--- config.mk ---
export PLATFORM = sky130hd
export DESIGN_NAME = combined_lcg_shuffle_rng
export DESIGN_NICKNAME = d
export VERILOG_FILES = /design/src/rtl/crng_pkg.sv /design/src/rtl/crng_mm.sv /design/src/rtl/crng_dp.sv /design/src/rtl/crng_ctrl.sv /design/src/rtl/combined_lcg_shuffle_rng.sv
export SDC_FILE = /design/constraint.sdc
export NUM_CORES = 2
export LEC_CHECK = 0
export ABC_CLOCK_PERIOD_IN_PS = 10710
export BUFFER_PORTS_ARGS = -buffer_cell sky130_fd_sc_hd__buf_2
export CAP_MARGIN = 20
export CORE_MARGIN = 4
export CORE_UTILIZATION = 35
export CTS_CLUSTER_SIZE = 40
export DETAILED_ROUTE_END_ITERATION = 12
export PLACE_DENSITY = 0.6
export SYNTH_ARGS = -nofsm -noshare
export SYNTH_HDL_FRONTEND = slang
export SYNTH_SLANG_ARGS = --single-unit
export TNS_END_PERCENT = 1
--- constraint.sdc ---
create_clock -name clk -period 10.71 [get_ports clk]
set_input_delay 2.142 -clock clk [delete_from_list [all_inputs] [get_ports clk]]
set_output_delay 2.142 -clock clk [all_outputs]
set_load 0.01 [all_outputs]
--- src/rtl/crng_pkg.sv ---
package crng_pkg;

  localparam int TABLE_SIZE_DEF = 32;

  localparam logic [30:0] M1            = 31'd2147483563;
  localparam logic [30:0] M1_LESS_ONE   = 31'd2147483562;
  localparam logic [30:0] M2            = 31'd2147483399;
  localparam logic [15:0] A1            = 16'd40014;
  localparam logic [15:0] A2            = 16'd40692;
  // 2^31 minus each modulus, for folding the high part of the product
  localparam logic [7:0]  C1            = 8'd85;
  localparam logic [7:0]  C2            = 8'd249;
  localparam logic [30:0] GEN_TWO_RESET = 31'd123456789;

  typedef enum logic [0:0] {
    GEN_ONE,
    GEN_TWO
  } gen_sel_t;

  typedef enum logic [3:0] {
    S_IDLE,
    S_W_MUL,
    S_W_FOLD,
    S_W_RED,
    S_G1_MUL,
    S_G1_FOLD,
    S_G1_RED,
    S_G2_MUL,
    S_G2_FOLD,
    S_G2_RED,
    S_TAB_RD,
    S_COMB
  } state_t;

  typedef struct packed {
    logic     seed_load;
    gen_sel_t sel;
    logic     warm_wr;
    logic     g1_wr;
    logic     g2_wr;
    logic     div_start;
    logic     tab_rd;
    logic     finish;
  } dp_cmd_t;

  typedef struct packed {
    logic cnt_zero;
  } dp_sts_t;

endpackage

--- src/rtl/crng_mm.sv ---
module crng_mm (
  input  logic               clk,
  input  crng_pkg::gen_sel_t sel,
  input  logic [30:0]        x,
  output logic [30:0]        res
);
  import crng_pkg::*;

  logic [15:0] a;
  logic [46:0] prod_r;
  gen_sel_t    sel_p1_r;
  gen_sel_t    sel_p2_r;
  logic [7:0]  c_p1;
  logic [23:0] fold_hi;
  logic [31:0] sum_nxt;
  logic [31:0] sum_r;
  logic [30:0] m_p2;
  logic [31:0] sum_sub;

  assign a = (sel == GEN_TWO) ? A2 : A1;

  // product, then fold of the high part, then final reduction
  assign c_p1    = (sel_p1_r == GEN_TWO) ? C2 : C1;
  assign fold_hi = {8'd0, prod_r[46:31]} * {16'd0, c_p1};
  assign sum_nxt = {8'd0, fold_hi} + {1'b0, prod_r[30:0]};

  assign m_p2    = (sel_p2_r == GEN_TWO) ? M2 : M1;
  assign sum_sub = sum_r - {1'b0, m_p2};
  assign res     = (sum_r >= {1'b0, m_p2}) ? sum_sub[30:0] : sum_r[30:0];

  always_ff @(posedge clk) begin
    prod_r   <= {16'd0, x} * {31'd0, a};
    sel_p1_r <= sel;
    sum_r    <= sum_nxt;
    sel_p2_r <= sel_p1_r;
  end

endmodule

--- src/rtl/crng_dp.sv ---
module crng_dp #(
  parameter int TABLE_SIZE = crng_pkg::TABLE_SIZE_DEF
) (
  input  logic              clk,
  input  logic              rst_n,
  input  logic [30:0]       in_seed,
  input  crng_pkg::dp_cmd_t cmd,
  output crng_pkg::dp_sts_t sts,
  output logic [30:0]       out_deviate
);
  import crng_pkg::*;

  localparam int AW = $clog2(TABLE_SIZE);
  localparam int CW = $clog2(TABLE_SIZE + 8);
  localparam logic [31:0] SLOT_DIV = 32'(64'(M1_LESS_ONE) / 64'(TABLE_SIZE) + 64'd1);

  logic [30:0]   g1_r;
  logic [30:0]   g2_r;
  logic [30:0]   last_r;
  logic [CW-1:0] cnt_r;
  logic [AW-1:0] q_r;
  logic [30:0]   mem [TABLE_SIZE];
  logic [TABLE_SIZE-1:0] vld_r;
  logic [30:0]   rd_data_r;
  logic          rd_vld_r;
  logic [30:0]   out_deviate_r;

  logic [30:0]   seed_nz;
  logic [30:0]   mm_x;
  logic [30:0]   mm_res;
  logic [AW-1:0] slot_q;
  logic [AW-1:0] j;
  logic          wr_en;
  logic [AW-1:0] wr_addr;
  logic [30:0]   wr_data;
  logic [30:0]   t;
  logic [32:0]   diff;
  logic [32:0]   diff_wrap;
  logic [30:0]   dev;

  assign seed_nz = (in_seed == 31'd0) ? 31'd1 : in_seed;
  assign mm_x    = (cmd.sel == GEN_TWO) ? g2_r : g1_r;

  crng_mm u_mm (
    .clk (clk),
    .sel (cmd.sel),
    .x   (mm_x),
    .res (mm_res)
  );

  // slot index from the slot boundary compares
  always_comb begin
    slot_q = '0;
    for (int k = 1; k < TABLE_SIZE; k++) begin
      if ({1'b0, last_r} >= 32'(k) * SLOT_DIV) begin
        slot_q = AW'(k);
      end
    end
  end

  assign j       = (q_r > AW'(TABLE_SIZE - 1)) ? AW'(TABLE_SIZE - 1) : q_r;

  assign wr_en   = (cmd.warm_wr && (cnt_r < CW'(TABLE_SIZE))) || cmd.finish;
  assign wr_addr = cmd.finish ? j : cnt_r[AW-1:0];
  assign wr_data = cmd.finish ? g1_r : mm_res;

  // untouched slot reads as zero
  assign t         = rd_vld_r ? rd_data_r : 31'd0;
  assign diff      = {2'b00, t} - {2'b00, g2_r};
  assign diff_wrap = diff + {2'b00, M1_LESS_ONE};
  assign dev       = (diff[32] || (diff == 33'd0)) ? diff_wrap[30:0] : diff[30:0];

  assign sts.cnt_zero = (cnt_r == '0);
  assign out_deviate  = out_deviate_r;

  always_ff @(posedge clk) begin
    if (!rst_n) begin
      g1_r   <= 31'd1;
      g2_r   <= GEN_TWO_RESET;
      last_r <= 31'd0;
      cnt_r  <= '0;
      vld_r  <= '0;
    end else begin
      if (cmd.seed_load) begin
        g1_r  <= seed_nz;
        g2_r  <= seed_nz;
        cnt_r <= CW'(TABLE_SIZE + 7);
      end else begin
        if (cmd.warm_wr || cmd.g1_wr) begin
          g1_r <= mm_res;
        end
        if (cmd.g2_wr) begin
          g2_r <= mm_res;
        end
        if (cmd.warm_wr) begin
          if (cnt_r == '0) begin
            last_r <= mm_res;
          end else begin
            cnt_r <= cnt_r - CW'(1);
          end
        end
      end
      if (cmd.finish) begin
        last_r <= dev;
      end
      if (wr_en) begin
        vld_r[wr_addr] <= 1'b1;
      end
    end
  end

  always_ff @(posedge clk) begin
    if (cmd.div_start) begin
      q_r <= slot_q;
    end
  end

  always_ff @(posedge clk) begin
    if (wr_en) begin
      mem[wr_addr] <= wr_data;
    end
    if (cmd.tab_rd) begin
      rd_data_r <= mem[j];
      rd_vld_r  <= vld_r[j];
    end
    if (cmd.finish) begin
      out_deviate_r <= dev;
    end
  end

endmodule

--- src/rtl/crng_ctrl.sv ---
module crng_ctrl (
  input  logic              clk,
  input  logic              rst_n,
  input  logic              in_valid,
  input  logic              in_cmd,
  output logic              in_stall,
  output logic              out_valid,
  input  logic              out_stall,
  output crng_pkg::dp_cmd_t cmd,
  input  crng_pkg::dp_sts_t sts
);
  import crng_pkg::*;

  state_t state_r;
  state_t state_nxt;
  logic   out_valid_r;
  logic   out_valid_nxt;

  assign in_stall  = (state_r != S_IDLE);
  assign out_valid = out_valid_r;

  always_ff @(posedge clk) begin
    if (!rst_n) begin
      state_r     <= S_IDLE;
      out_valid_r <= 1'b0;
    end else begin
      state_r     <= state_nxt;
      out_valid_r <= out_valid_nxt;
    end
  end

  always_comb begin
    state_nxt = state_r;
    cmd       = '0;
    cmd.sel   = GEN_ONE;
    unique case (state_r)
      S_IDLE: begin
        if (in_valid) begin
          if (in_cmd) begin
            cmd.seed_load = 1'b1;
            state_nxt     = S_W_MUL;
          end else begin
            state_nxt = S_G1_MUL;
          end
        end
      end
      S_W_MUL:  state_nxt = S_W_FOLD;
      S_W_FOLD: state_nxt = S_W_RED;
      S_W_RED: begin
        cmd.warm_wr = 1'b1;
        state_nxt   = sts.cnt_zero ? S_G1_MUL : S_W_MUL;
      end
      S_G1_MUL: begin
        cmd.div_start = 1'b1;
        state_nxt     = S_G1_FOLD;
      end
      S_G1_FOLD: state_nxt = S_G1_RED;
      S_G1_RED: begin
        cmd.g1_wr = 1'b1;
        state_nxt = S_G2_MUL;
      end
      S_G2_MUL: begin
        cmd.sel   = GEN_TWO;
        state_nxt = S_G2_FOLD;
      end
      S_G2_FOLD: begin
        cmd.sel   = GEN_TWO;
        state_nxt = S_G2_RED;
      end
      S_G2_RED: begin
        cmd.sel   = GEN_TWO;
        cmd.g2_wr = 1'b1;
        state_nxt = S_TAB_RD;
      end
      S_TAB_RD: begin
        cmd.tab_rd = 1'b1;
        state_nxt  = S_COMB;
      end
      S_COMB: begin
        if (!out_valid_r || !out_stall) begin
          cmd.finish = 1'b1;
          state_nxt  = S_IDLE;
        end
      end
      default: state_nxt = S_IDLE;
    endcase
  end

  always_comb begin
    out_valid_nxt = out_valid_r && out_stall;
    if (cmd.finish) begin
      out_valid_nxt = 1'b1;
    end
  end

endmodule

--- src/rtl/combined_lcg_shuffle_rng.sv ---
// channel  dir  signals                                transaction
// in       in   in_valid in_stall in_cmd in_seed[30:0]  one next or reseed command
// out      out  out_valid out_stall out_deviate[30:0]   one combined deviate
//
// next command: the shared modular multiplier runs once per generator (multiply,
// fold, reduce), followed by the table read and the combine step
// reseed command: warm-up multiplier runs on generator one fill the table first
// reset: generators at 1 and 123456789, table valid bits cleared, no clear pass
// input is stalled while a transaction is in work; it completes only once the
// output register is free or being taken
module combined_lcg_shuffle_rng #(
  parameter int TABLE_SIZE = crng_pkg::TABLE_SIZE_DEF
) (
  input  logic        clk,
  input  logic        rst_n,
  input  logic        in_valid,
  output logic        in_stall,
  input  logic        in_cmd,
  input  logic [30:0] in_seed,
  output logic        out_valid,
  input  logic        out_stall,
  output logic [30:0] out_deviate
);
  import crng_pkg::*;

  dp_cmd_t dp_cmd;
  dp_sts_t dp_sts;

  crng_ctrl u_ctrl (
    .clk       (clk),
    .rst_n     (rst_n),
    .in_valid  (in_valid),
    .in_cmd    (in_cmd),
    .in_stall  (in_stall),
    .out_valid (out_valid),
    .out_stall (out_stall),
    .cmd       (dp_cmd),
    .sts       (dp_sts)
  );

  crng_dp #(
    .TABLE_SIZE (TABLE_SIZE)
  ) u_dp (
    .clk         (clk),
    .rst_n       (rst_n),
    .in_seed     (in_seed),
    .cmd         (dp_cmd),
    .sts         (dp_sts),
    .out_deviate (out_deviate)
  );

`ifndef SYNTHESIS
  a_acc_stall: assert property (@(posedge clk) disable iff (!rst_n)
    (in_valid && !in_stall) |=> in_stall)
    else $error("input not stalled after acceptance");

  a_dev_range: assert property (@(posedge clk) disable iff (!rst_n)
    out_valid |-> ((out_deviate != 31'd0) && (out_deviate < M1)))
    else $error("deviate out of range");

  a_out_rise: assert property (@(posedge clk) disable iff (!rst_n)
    $rose(out_valid) |-> $past(in_stall))
    else $error("result appeared without a transaction in work");

  a_finish: assert property (@(posedge clk) disable iff (!rst_n)
    dp_cmd.finish |=> (out_valid && !in_stall))
    else $error("finished transaction not presented");
`endif

endmodule

---- Word-level counts from Yosys, hierarchy flattened ----
Memories as Yosys holds them, arrays and structs flattened. A register that Yosys moved wholly into a read port is not among the register bits.
Index checks and enable logic that the tools add are counted.
Widths: inputs -> output; s select.
storage, ports and cells
  logic and storage cells ................. 186
  register bits ........................... 254
  output and inout port bits .............. 33
  bits in latches ......................... 0
  bits in writable memories ............... 992
  memory bits (read-only) ................. 0
  input bits .............................. 36
  memories kept ........................... 1
memory list
  name      depth  bits a word  rd ports  clocked after Yosys merged registers in  wr ports  RTL line       RTL
  u_dp.mem  32     31           1         1                                        1         crng_dp.sv:22  logic [30:0] mem [TABLE_SIZE];
operators by class
  $lt $le $gt $ge ......................... 37
  div/mod/pow operators ................... 0
  muxes and demuxes ....................... 75
  bitwise gates (word level) .............. 3
  shifts and indexed selects .............. 0
  equality and inequality tests ........... 15
  reduce and logical (&&, ||, !) cells .... 29
  add/subtract/negate cells ............... 5
  multiply operators ...................... 2
operators by type and width
  kind                    number
  $ge 31x31->1 const B    15
  $mux 31                 14
  $ge 31x30->1 const B    8
  $ge 31x29->1 const B    4
  $mux 5                  16
  $ge 31x28->1 const B    2
  $pmux 4 s12             1
  $mul 31x16->47          1
  $mux 4                  10
  $logic_not 33->1        1
  $add 24x31->32          1
  $ge 32x31->1            1
  $or 32x32->32           1
  $sub 31x31->32          1
  $add 31x31->31 const B  1
  $ge 31x26->1 const B    1
  $ge 31x27->1 const B    1
  $logic_not 31->1        1
  $sub 31x31->31          1
  $mul 16x8->24           1
  $mux 1                  18
  $mux 3                  6
  $mux 6                  3
  $eq 4x3->1 const B      4
  30 further kinds        53

---- Longest topological paths before layout ----
  depth after elaboration ................. 31
  gate-level depth with buffers ........... 33
  gate-level depth less buffers ........... 31

---- By module ----
From an unflattened synthesis, not the netlist that was laid out.
second synthesis, totals
  cells, all modules ...................... 4822
  area total of the unflattened synthesis .. 68759.7 um2
modules (own cells, without submodules)
  module     area an instance (um2)  sequential area each (um2)  cells each  times used
  crng_dp    50484.7                 34453.0                     2938        1
  crng_mm    17919.7                 1601.5                      1836        1
  crng_ctrl  355.3                   100.1                       48          1

---- Worst setup path before layout ----
OpenSTA, ideal clock, no wires.
  path type ............................... reg2reg
  start ................................... register u_ctrl.state_r[0]
  end ..................................... register u_dp.u_mm.prod_r[45]
  required time ........................... 10.638 ns
  clock period less this slack ............ 7.689 ns
  setup slack ............................. 3.021 ns
  stages on the path, launching flop included .. 31
  buffers on the path ..................... 2
  arrival ................................. 7.617 ns
  library setup time ...................... 0.072 ns
  cell sequence ........................... dfxtp_1 -> clkbuf_1 -> nand2_1 -> inv_1 -> and3_1 -> a21oi_1 -> clkinv_1 -> clkbuf_1 -> nand2_1 -> inv_1 -> a21oi_1 -> fa_1 -> fa_1 -> inv_1 -> fa_1 -> fa_1 -> fa_1 -> inv_1 -> fa_1 -> inv_1 -> ha_1 -> a21oi_1 -> nand2_1 -> or3_1 -> o21ai_0 -> o22ai_1 -> a211o_1 -> a41oi_1 -> nand2_1 -> a21boi_0 -> xnor2_1
between the ends
  word-level cells in the longest chain between the ends .. 5
  elaborated cells on any way between the ends .. 8
  classes of those cells .................. 1 x mul; 3 x eq/ne; 3 x mux; 1 x reduce/logical
ends and longest elaborated chain
  what                                             RTL line                      RTL
  start, declared                                  crng_ctrl.sv:14               state_t state_r;
  start signal, assigned                           crng_ctrl.sv:27               state_r <= state_nxt;
  $eq 4x3->1 / $eq 4x4->1 (equally long branches)  crng_ctrl.sv:36               unique case (state_r)
  $reduce_or 3->1 (no source line) (*)             n/a
  $mux 1 (*)                                       crng_ctrl.sv:36
  $mux 31 / $mux 10 (equally long branches)        crng_dp.sv:42, crng_mm.sv:20
  $mul 31x16->47 (*)                               crng_mm.sv:32                 prod_r <= {16'd0, x} * {31'd0, a};
  end signal, assigned                             crng_mm.sv:32
  end, declared                                    crng_mm.sv:10                 logic [46:0] prod_r;
Every way passes the cells marked *; elsewhere a longest branch is shown, timed or not.
A chain may end at the register's enable or synchronous reset.

---- Final worst setup path ----
  start ................................... register u_ctrl.state_r[3]
  end ..................................... register u_dp.u_mm.prod_r[40]
Same word-level chain as after synthesis.

==> impl_results.md <==
* Status: finished, final reports clean
* Number of buffers created by CTS at roughly 140
* Critical Path RT at 11.38 ns
* First-pass GRT wire length at 274,000 um
* Starting density of the core at 35.2%
* Relative slew slack at 17.9%
* Row count at 161
* Layout overhead on the synthesized area at 12.6%
* Post-CTS Setup Inserts at 0
* 1st-iter DRT viols at between 3,000 and 4,000
* Lkg Pwr at around 29 nW
* Slew Viols, Final at 0
* Clock sink count at between 1,000 and 1,500
* Synth area leaders: edfxtp_1, fa_1, mux4_2
* Critical path depth in cells at 25
* Post-CTS Resized at 0
* Final setup fails at 0
* Worst IR Drop VDD at 651 uV
* Post-synth ARST share at 0%
* Worst Setup SP: u_ctrl.state_r[3]
* Post-synth EDFFs at around 1,100
* Synth Flop Type: edfxtp_1
* Routed Antenna Nets at 0
* Hold Path Origin: u_dp.u_mm.prod_r[29]
* Seq cells post-synth at between 1,000 and 1,500
* Initial DRT Pass Iterations at 7
* CTS tree: done
* I/O pin total at 69
* Cells after Synth at approximately 4,700
* Die height at ~450 um
* Max_cap viols at 0
* Clock Latency Late Sink at 0.80 ns
* Post-cts hold buffer count at 0
* Crit start category: flop
* Initial antenna violation count at 7
* DRC at 0
* Worst R2R Start: u_ctrl.state_r[3]
* Arr. time, crit path at about 10 ns
* Area leader, netlist: edfxtp_1
* Fin crit share at 86.8%
* Gr usage total at 18.5%
* DP HPWL at 127,000 um
* Worst Path Buf+Inv at 4
* Via density at between 5 and 6
* Placed Instance Area at 0.0717 sq mm
* Final hold slack at 0.425 ns
* Crit end category: flop
* Avg Inst Size Synth at approximately 14 sq um
* Hold Vio Cnt, Final at 0
* Pwr/cell area at 275 mW/mm^2
* Clock transition at path regs at 0.06 ns
* Crit path max fanout at 26
* CP dominant cell by count: fa_1
* Vias in the first global route at about 41,000
* WS Path Type: flop to flop
* Routed length per instance at around 25 um
* Final Wtd Congestion at 0.926
* Slowest cell delay on critical path at 0.75 ns
* Die area at 0.200 sq mm
* Post-Syn Area at 0.0677 sq mm
* CP max stage cell: a21oi_1
* Sequential share of the synthesized area at 53.4%
* Share of cells above drive strength 1 at 17.4%
* Nets at 5,556
* Worst Hold Class: flop to flop
* Fmax at 108 MHz
* Largest net degree at the start of global routing at 114
* Clk buf depth at 3
* Unique masters post-synth at 109
* Post-synth top area share at 47.0%
* RSZ-0062 raised after global routing: no
* Design area at 0.0762 sq mm
* Fin crit period at 9.29 ns
* Syn Nets at 5,421
* Total grt overflow at 0
* Port-buffer cells at 68
* Kind of cell adding the most delay to the critical path: adder cells
* Tightest Pin Transition at 1.22 ns
* Setup TNS at 0 ns
* Setup Skew at 0.0641 ns
* Synth warnings at 0
* Worst hold stages at 1
* CTS H-Tree Depth at 4
* Worst R2R Path Depth at 25
* Total Wirelength at 185,000 um
* Core Box Area at roughly 0.19 sq mm
* Die W at 448 um
* Root Driver: clkbuf_16
* DR vias at between 30,000 and 40,000
## cell usage after synthesis, drive strengths merged, types with 26 or more instances
library cell / n
edfxtp: 1060
o21a: 68
nor3: 35
and3: 26
clkbuf: 130
o21ai: 119
mux4: 320
nand3: 59
nor3b: 31
nor2: 303
nand2: 221
inv: 575
o211ai: 27
dfxtp: 215
nor4: 26
a21o: 38
buf: 50
and2: 74
xor2: 59
ha: 283
xnor2: 76
fa: 377
a21oi: 186
mux2: 37
## power by group
| group | leakage (nW) | internal [mW] | switching, mW |
|---|---|---|---|
| logic | 15.6 | 3.93 | 5.81 |
| registers | 11.3 | 6.29 | 0.240 |
| clock network | 2.14 | 2.62 | 2.03 |
## registers in the layout, summed over array words and instances, names as in the netlist
signal              flops
u_dp.mem              992
u_dp.u_mm.prod_r       46
u_dp.u_mm.sum_r        32
u_dp.vld_r             32
u_dp.g1_r              31
u_dp.g2_r              31
u_dp.out_deviate       31
u_dp.rd_data_r         31
u_dp.last_r            30
u_dp.cnt_r              6
u_dp.q_r                5
u_ctrl.state_r          4
u_ctrl.out_valid        1
u_dp.rd_vld_r           1
u_dp.u_mm.sel_p1_r      1
u_dp.u_mm.sel_p2_r      1
## final timing paths
| path | end | slack [ns] |
|---|---|---|
| setup reg to reg | u_dp.u_mm.prod_r[40] | 1.42 |
| hold / removal | u_dp.u_mm.sum_r[29] | 0.43 |
| hold reg to reg | u_dp.u_mm.sum_r[29] | 0.43 |
| setup / recovery | u_dp.u_mm.prod_r[40] | 1.42 |
## cell usage in the layout (no fill, tap or decap), drive strengths merged, types with 68 or more instances in the layout
master,Yosys,final
a21oi,186,186
and2,74,74
buf,50,178
clkbuf,130,177
dfxtp,215,215
edfxtp,1060,1060
fa,377,377
ha,283,283
inv,575,582
mux4,320,320
nand2,221,221
nor2,303,303
o21a,68,68
o21ai,119,119
xnor2,76,76
## layer usage
metal / wire length, um / track usage [%] / up-vias
li1: - / - / 17462
met1: 77900 / 25.5 / 20831
met2: 88500 / 29.9 / 1334
met3: 11300 / 2.94 / 277
met4: 6900 / 6.61 / 0
met5: 0 / 0 / -
## final cells by class
type / count / area (sq um)
clock inverter: 70 / 828
antenna: 2 / 5.00
timing repair buffer: 178 / 1280
multi-input combinational: 2693 / 29000
sequential: 1275 / 36100
clock buffer: 177 / 3610
fill: 17698 / 116000
tap: 2526 / 3160
inverter: 576 / 2160
## per-stage QoR
stage	worst slack, ns	util (%)	total power [mW]	instances
floorplan	3.02	-	13.6	4725
global placement	1.58	37.2	16.4	7236
detailed placement	1.39	37.3	16.5	7241
CTS	1.35	39.6	21.2	7488
global route	0.605	39.6	22.7	7497
finish	1.42	39.6	20.9	7497
## kinds of logic (layout without fill, tap and decap cells)
family,count (synthesis),after routing,synth area share (%)
flops,1275,1275,53.4
mux,368,368,11.4
simple gates,911,911,6.57
buf+inv,757,1001,4.31
xor+xnor,135,135,1.77
fa+ha+maj,660,660,16.4
compound gates,618,618,6.15
other cells,1,3,0.00554
Note: power is estimated with default switching activity, not from simulation.
